File: config.mk
export PLATFORM = sky130hd
export DESIGN_NAME = pbt_mul
export DESIGN_NICKNAME = d
export VERILOG_FILES = /design/src/hdl/pbt_pkg.sv /design/src/hdl/pbt_mul.sv
export SDC_FILE = /design/constraint.sdc
export NUM_CORES = 2
export LEC_CHECK = 0
export ABC_AREA = 1
export BUFFER_PORTS_ARGS = -buffer_cell sky130_fd_sc_hd__buf_2
export CAP_MARGIN = 0
export CORE_MARGIN = 2
export CORE_UTILIZATION = 50
export CTS_BUF_LIST = sky130_fd_sc_hd__clkbuf_8
export DETAILED_ROUTE_END_ITERATION = 7
export PLACE_DENSITY = 0.69
export SETUP_SLACK_MARGIN = 0.5
export SLEW_MARGIN = 20
export SYNTH_ARGS = -nofsm -noshare
export SYNTH_HDL_FRONTEND = slang
export SYNTH_SLANG_ARGS = --single-unit
export TNS_END_PERCENT = 50
File: constraint.sdc
create_clock -name clk -period 6.1 [get_ports clk]
set_input_delay 0.305 -clock clk [delete_from_list [all_inputs] [get_ports clk]]
set_output_delay 0.305 -clock clk [all_outputs]
set_load 0.02 [all_outputs]
File: src/hdl/pbt_pkg.sv
// Shared types and constants for the projected barycentric test block.
// No dependencies; imported by pbt_mul and projected_barycentric_test_top.
`timescale 1ns / 1ps

package pbt_pkg;

  // Configuration register indexes
  localparam logic REG_INSIDE_TOL = 1'b0;
  localparam logic REG_DIST_LIMIT = 1'b1;

  localparam int CFG_IDX_W  = 1;
  localparam int CFG_DATA_W = 31;
  localparam int TOL_W      = 25;
  localparam int LIM_W      = 31;

  localparam logic [TOL_W-1:0] TOL_RESET   = 25'd167772;   // about 0.01 in Q8.24
  localparam logic [LIM_W-1:0] LIMIT_RESET = 31'd65536;    // 1.0 in Q16.16

  localparam int COORD_WIDTH_DEF = 32;
  localparam int LIMB_WIDTH_DEF  = 34;   // partial product limb width
  localparam int MUL_LAT         = 4;    // pbt_mul register stages
  localparam int QB              = 32;   // quotient / root bits
  localparam int WFRAC           = 24;   // weight fraction bits

  localparam logic signed [33:0] WEIGHT_ONE = 34'sd16777216;
  localparam logic signed [31:0] SAT_MAX    = 32'sh7FFFFFFF;
  localparam logic signed [31:0] SAT_MIN    = 32'sh80000000;

  typedef struct packed {
    logic signed [31:0] point_x;
    logic signed [31:0] point_y;
    logic signed [31:0] point_z;
    logic signed [31:0] vertex_a_x;
    logic signed [31:0] vertex_a_y;
    logic signed [31:0] vertex_a_z;
    logic signed [31:0] vertex_b_x;
    logic signed [31:0] vertex_b_y;
    logic signed [31:0] vertex_b_z;
    logic signed [31:0] vertex_c_x;
    logic signed [31:0] vertex_c_y;
    logic signed [31:0] vertex_c_z;
  } in_item_t;

  typedef struct packed {
    logic signed [31:0] weight_alpha;
    logic signed [31:0] weight_beta;
    logic signed [31:0] weight_gamma;
    logic signed [31:0] plane_distance;
    logic               inside_res;
    logic               inside_and_near;
    logic               degenerate;
  } out_item_t;

endpackage

File: src/hdl/pbt_mul.sv
// Pipelined signed multiplier built from LW x LW limb products.
// Uses pbt_pkg; fully pipelined, advances every cycle.
`timescale 1ns / 1ps

module pbt_mul
  import pbt_pkg::*;
#(
  parameter int AW = 34,
  parameter int BW = 34,
  parameter int LW = LIMB_WIDTH_DEF
) (
  input  logic                    clk,
  input  logic signed [AW-1:0]    a,
  input  logic signed [BW-1:0]    b,
  output logic signed [AW+BW-1:0] p
);

  localparam int NA = (AW + LW - 1) / LW;
  localparam int NB = (BW + LW - 1) / LW;
  localparam int PW = AW + BW;

  logic [AW-1:0]      abs_a;
  logic [BW-1:0]      abs_b;
  logic [NA*LW-1:0]   ma;
  logic [NB*LW-1:0]   mb;
  logic               sgn0, sgn1, sgn2;
  logic [2*LW-1:0]    pp [NA][NB];
  logic [PW-1:0]      row_next [NA];
  logic [PW-1:0]      row [NA];
  logic [PW-1:0]      tot;

  assign abs_a = a[AW-1] ? (~a + 1'b1) : a;
  assign abs_b = b[BW-1] ? (~b + 1'b1) : b;

  // stage 1: magnitudes
  always_ff @(posedge clk) begin
    sgn0 <= a[AW-1] ^ b[BW-1];
    ma   <= (NA*LW)'(abs_a);
    mb   <= (NB*LW)'(abs_b);
  end

  // stage 2: limb products
  for (genvar i = 0; i < NA; i++) begin : g_row
    for (genvar j = 0; j < NB; j++) begin : g_col
      always_ff @(posedge clk) begin
        pp[i][j] <= ma[i*LW +: LW] * mb[j*LW +: LW];
      end
    end
  end

  // stage 3: row sums
  always_comb begin
    for (int i = 0; i < NA; i++) begin
      row_next[i] = '0;
      for (int j = 0; j < NB; j++) begin
        row_next[i] = row_next[i] + (PW'(pp[i][j]) << (j*LW));
      end
    end
  end

  always_comb begin
    tot = '0;
    for (int i = 0; i < NA; i++) begin
      tot = tot + (row[i] << (i*LW));
    end
  end

  always_ff @(posedge clk) begin
    sgn1 <= sgn0;
    sgn2 <= sgn1;
    row  <= row_next;
    // stage 4: total and sign
    p    <= sgn2 ? (~tot + 1'b1) : tot;
  end

endmodule

After elaboration in Yosys (flattened, before gate mapping)
Memories as Yosys holds them, arrays and structs flattened. A register that Yosys moved wholly into a read port is not among the register bits.
Cells that the tools add are included.
W data, S select, Z words.
- memory bits (read-only): 0
- latch bits: 0
- RAM bits: 68
- word-level logic and storage cells: 20
- memories kept: 1
- register bits after elaboration: 139
- reduce and logical (&&, ||, !) cells: 0
- $lt $le $gt $ge: 0
- multiplexer cells: 3
- multiply operators: 1
- eq/ne operators: 0
- bitwise logic cells: 4
- divide/modulo/power cells: 0
- add/sub/neg operators: 3
- shift operators: 0
- memory list (memory ; depth ; width ; read ports ; clocked after Yosys merged registers in ; wr ports ; RTL line ; RTL):
    pp ; 1 ; 68 ; 1 ; 1 ; 1 ; pbt_mul.sv:27 ; logic [2*LW-1:0] pp [NA][NB];
- operator list (operator ; count):
    $add A34 B1 Y34 const B ; 2
    $add A68 B1 Y68 const B ; 1
    $mul A34 B34 Y68 ; 1
    $mux W68 ; 1
    $not A34 Y34 ; 2
    $not A68 Y68 ; 1
    $mux W33 ; 2
    $xor A1 B1 Y1 ; 1

Logic depth before layout (Yosys ltp)
- depth in word-level cells: 3
- gate-level depth with buffers: 33
- depth with buffers taken out: 31

Worst setup path after synthesis
Ideal clock, no wire load.
- kind: register to register
- start point: reg mb[4]
- end point: mem pp[0][42] in the netlist's numbering
- path buffers: 2
- setup slack: -252 ps
- data required time: 5988 ps
- clock period less this slack: 6352 ps
- data arrival time: 6240 ps
- cell stages (with the launch flop): 29
- path through: dfxtp_1 > clkbuf_1 > clkbuf_1 > nand2_1 > fa_1 > fa_1 > inv_1 > fa_1 > inv_1 > fa_1 > inv_1 > fa_1 > inv_1 > fa_1 > inv_1 > fa_1 > inv_1 > fa_1 > inv_1 > ha_1 > nand2_1 > nor2_1 > nand2_1 > nor2_1 > nand2_1 > nand3_1 > nand3_1 > nand3_1 > nand2_1
- longest elaborated chain between the ends: 1
- RTL lines (what ; RTL line ; RTL):
    start, declared ; pbt_mul.sv:25 ; logic [NB*LW-1:0] mb;
    start signal, assigned ; pbt_mul.sv:39 ; mb <= (NB*LW)'(abs_b);
    $mul A34 B34 Y68 ; pbt_mul.sv:46 ; pp[i][j] <= ma[i*LW +: LW] * mb[j*LW +: LW];
    end, declared ; pbt_mul.sv:27 ;
Every way passes these cells.

Worst setup path in the final report
- start point: reg ma[13]
- end point: mem pp[0][64] in the netlist's numbering
- longest elaborated chain between the ends: 1
- RTL lines (what ; RTL line ; RTL):
    start, declared ; pbt_mul.sv:24 ; logic [NA*LW-1:0] ma;
    start signal, assigned ; pbt_mul.sv:38 ; ma <= (NA*LW)'(abs_a);
    $mul A34 B34 Y68 ; pbt_mul.sv:46 ;
Every way passes these cells.

==> results list <==
* Net count, final: 8,495
* Worst R2R Path Depth: 28
* Post-Synthesis Net Count: 8,102
- RePlAce Congestion: 0.954
- The worst register-to-register path begins at ma[13]$_DFF_P_.
- Clock latency on the worst-skew pair, taken at its later pin, is 0.69 ns.
- Via density: 4.93
- Global-route total usage across every layer: 29.0%
- Pin count of the biggest net entering global routing: 53
* I/O pin total: 137
* Clock sink count: 275
- Final-report hold violation count: 0
- TritonCTS built the clock tree.
* Fmax: 0.154 GHz
- Along the worst path, the maximum fanout reaches 8.
- Antenna violations before repair: 1
- Root buffer cell: sky130_fd_sc_hd__clkbuf_8
* Worst min-delay path category: in -> reg
- In this run the number of H-tree levels came out at 2.
* Die Wd: 321 um
- Final Cycle Share: 106%
- Proportion of layout cells with a drive suffix above 1: 15.6%
* Launch point of the worst path: ma[13]$_DFF_P_
* TritonRoute pass-1 iters: 6
- Placed Instance Area: 56,100 sq um
* Count of buffers from port buffering: 136
- Vert. Die Dim: 321 um
- Global routing finished with a remaining overflow of 0.
- Across all setup checks in the final design, the least slack found is -0.389 ns.
- After layout, the minimum clock period comes to 6.49 ns.
- The core region is 99,900 sq um.
* Critical setup path kind: reg -> reg
- For this run, the register share of the synthesized area comes to 11.0%.
- The tool flagged a number of max-cap violations equal to 0.
- 1st-iter DRT viols: 2,705
- Total standard cell area after synthesis: 50,300 sq um
- Outcome: complete, but fails checks
* Final number of setup-violating endpoints: 51
* Design Area, Final: 59,800 sq um
- Syn-to-layout area delta: 19.1%
- The worst pin sits at a relative slew slack of 57.2%.
- Syn_area_per_cell: 7.47 sq um
- Crit-path slowest cell: sky130_fd_sc_hd__fa_1
- Yosys printed 0 warnings.
- Cells after Synth: 6,726
- Most common cell type on the critical path: sky130_fd_sc_hd__fa_1
- Final count of pins violating max slew: 0
* Nature of the critical path endpoint: register
- Once detail routing completed, the nets flagged for antenna violations numbered 0.
* Worst setup path endpoint: pp[0][64]$_DFF_P_
- Unrepaired setup endpoints after global routing: yes
- Capture point of the worst reg-to-reg path: pp[0][64]$_DFF_P_
* Transition time of the tightest slew-check pin: 0.642 ns
- Vias in the first global route: 44.8k
- Via count of the routed design: 41.7k
- Synthesis inferred 275 register bits.
* Initial core utilization: 50.3%
- Clock tree buffer depth: 3
- Required time worst endpoint: 6.64 ns
* Violations in the final reports: setup timing
* Number of different library cells in the post-synthesis netlist: 40
- First-pass GRT wire length: 235,000 um
- The die covers 103,000 sq um.
- FP Rows: 116
- Detail Placement HPWL: 120,000 um
- Startpoint type of the worst setup path: register
* Post-route clock skew: 0.0573 ns
* Routed Wire Length: 144,000 um
- For flop-to-flop paths, the worst setup slack is -0.39 ns.
* Mean routed wirelength per cell: 17.0 um
- Clock tree synthesis inserted a total of 47 buffers.
- Post-route DRC: 0
- Post-CTS clock slew at the launch and capture registers of the worst setup and hold paths: 0.06 ns
- Critical path arrival: 7.03 ns
- On the worst path, the slowest cell contributes a delay of 0.54 ns.
through the flow:
stage	utilization [%]	TNS (ns)	setup slack, ns	cells	hold slack (ns)
final	59.9	-14.24	-0.389	8452	0.0472
after global routing	59.9	-28.73	-0.662	8452	0.0743
after CTS	59.3	-13.18	-0.366	8443	0.0199
after detailed placement	56.1	-17.93	-0.511	8245	0.312
after global placement	56.1	-14.89	-0.436	8245	0.312
after floorplan	-	0	0.0770	6726	0.310
flip-flops by register name, indices dropped and copies added (netlist names):
name and count:
sgn2 1, pp 68, sgn0 1, p 68, ma 34, row 68
sgn1 1, mb 34
repair_timing:
action | in CTS | in global routing
endpoints found under the hold margin | 67 | 0
resized for setup | 278 | 155
pin swaps | 95 | 49
hold buffers | 70 | 0
endpoints found under the setup margin | 58 | 58
buffers inserted | 39 | 6
gates cloned | 6 | 2
layer usage:
layer	global-route usage [%]	share of wire, %	routed length, um	vias up
met3	4.07	7.2	10400	316
met2	50.0	49	69700	1499
li1	-	-	-	19400
met1	37.4	41	58500	20500
met4	9.90	3.5	4970	0
met5	0	0	0	-
logic make-up (layout without fill, tap and decap cells):
| family | Yosys count | in the layout | synth area share (%) |
|---|---|---|---|
| adders and majority gates | 1307 | 1307 | 47.8 |
| xor gates and xnor gates | 143 | 143 | 2.49 |
| other | 0 | 1 | 0 |
| AOI/OAI and AO/OA | 110 | 110 | 1.20 |
| DFF | 275 | 275 | 11.0 |
| buffers and inverters | 2355 | 2782 | 17.6 |
| and+or+nand+nor | 2536 | 2536 | 20.0 |
cell type report:
type / instances / area (sq um)
clock buffer: 56 / 771
inverter: 2066 / 7760
clock inverter: 27 / 201
sequential: 275 / 5550
multi-input combinational: 4096 / 37800
tap: 1298 / 1620
antenna: 1 / 2.50
fill: 9033 / 40000
timing repair buffer: 633 / 6140
cell usage after synthesis:
| library cell | n | area [sq um] |
|---|---|---|
| sky130_fd_sc_hd__nor3_4 | 1 | 16.3 |
| sky130_fd_sc_hd__dfxtp_1 | 275 | 5510 |
| sky130_fd_sc_hd__buf_2 | 6 | 30.0 |
| sky130_fd_sc_hd__or2_2 | 4 | 25.0 |
| sky130_fd_sc_hd__nor3_1 | 31 | 155 |
| sky130_fd_sc_hd__buf_1 | 5 | 18.8 |
| sky130_fd_sc_hd__ha_1 | 287 | 3590 |
| sky130_fd_sc_hd__o21bai_1 | 1 | 7.51 |
| sky130_fd_sc_hd__nor2_1 | 269 | 1010 |
| sky130_fd_sc_hd__inv_2 | 2 | 7.51 |
| sky130_fd_sc_hd__nor2_8 | 1 | 20.0 |
| sky130_fd_sc_hd__inv_1 | 2064 | 7750 |
| sky130_fd_sc_hd__xnor2_1 | 22 | 193 |
| sky130_fd_sc_hd__nand3b_1 | 3 | 22.5 |
| sky130_fd_sc_hd__nand4_1 | 44 | 275 |
| sky130_fd_sc_hd__nand2_1 | 2025 | 7600 |
| sky130_fd_sc_hd__nor2_2 | 13 | 81.3 |
| sky130_fd_sc_hd__o211ai_1 | 1 | 7.51 |
| sky130_fd_sc_hd__nand2b_1 | 1 | 6.26 |
| sky130_fd_sc_hd__clkbuf_1 | 278 | 1040 |
| sky130_fd_sc_hd__nand2_4 | 3 | 33.8 |
| sky130_fd_sc_hd__nand3_4 | 1 | 17.5 |
| sky130_fd_sc_hd__o31ai_1 | 4 | 30.0 |
| sky130_fd_sc_hd__o21ai_2 | 3 | 26.3 |
| sky130_fd_sc_hd__o21ai_4 | 2 | 32.5 |
| sky130_fd_sc_hd__and2_1 | 4 | 25.0 |
| sky130_fd_sc_hd__nand2_2 | 8 | 50.1 |
| sky130_fd_sc_hd__a31oi_1 | 3 | 18.8 |
| sky130_fd_sc_hd__nor2_4 | 3 | 33.8 |
| sky130_fd_sc_hd__a21oi_1 | 54 | 270 |
| sky130_fd_sc_hd__nor4_1 | 4 | 25.0 |
| sky130_fd_sc_hd__nand3_1 | 115 | 576 |
| sky130_fd_sc_hd__o21ai_1 | 6 | 30.0 |
| sky130_fd_sc_hd__nand4_2 | 1 | 12.5 |
| sky130_fd_sc_hd__o21ai_0 | 36 | 180 |
| sky130_fd_sc_hd__and3_1 | 1 | 6.26 |
| sky130_fd_sc_hd__fa_1 | 1020 | 20400 |
| sky130_fd_sc_hd__xor2_1 | 121 | 1060 |
| sky130_fd_sc_hd__nor3_2 | 2 | 20.0 |
| sky130_fd_sc_hd__nand3_2 | 2 | 20.0 |
how the worst min path moves through the flow:
stage	from	endpoint	slack, ns	depth (start not counted)
detailed placement	pp[0][13]$_DFF_P_	row[13]$_DFF_P_	0.31	0
global placement	pp[0][0]$_DFF_P_	row[0]$_DFF_P_	0.31	0
floorplan	pp[0][0]$_DFF_P_	row[0]$_DFF_P_	0.31	0
finish	b[7]	mb[7]$_DFF_P_	0.05	3
global route	b[7]	mb[7]$_DFF_P_	0.07	3
CTS	b[7]	mb[7]$_DFF_P_	0.02	3
cells in the final DEF (no fill, tap or decap), drive strengths merged, types with 2 or more instances in the layout:
| cell type | count |
|---|---|
| o21ai | 47 |
| a21oi | 54 |
| nor2 | 286 |
| xor2 | 121 |
| clkbuf | 58 |
| buf | 561 |
| o31ai | 4 |
| fa | 1020 |
| ha | 287 |
| dlygate4sd3 | 70 |
| dfxtp | 275 |
| nor4 | 4 |
| xnor2 | 22 |
| nand2 | 2036 |
| a31oi | 3 |
| and2 | 4 |
| bufinv | 2 |
| nand3 | 118 |
| nor3 | 34 |
| or2 | 4 |
| nand4 | 45 |
| inv | 2084 |
| clkinv | 7 |
| nand3b | 3 |
critical path: cells and delay by family (launching register included):
kind	cells	cell delay, ns
adders and majority gates	9	4.31
and+or+nand+nor	9	0.87
buffers and inverters	10	0.77
DFF	1	0.38
Power is not shown: default switching activity piles up to over one toggle a cycle in this logic, so the estimate is an artifact.
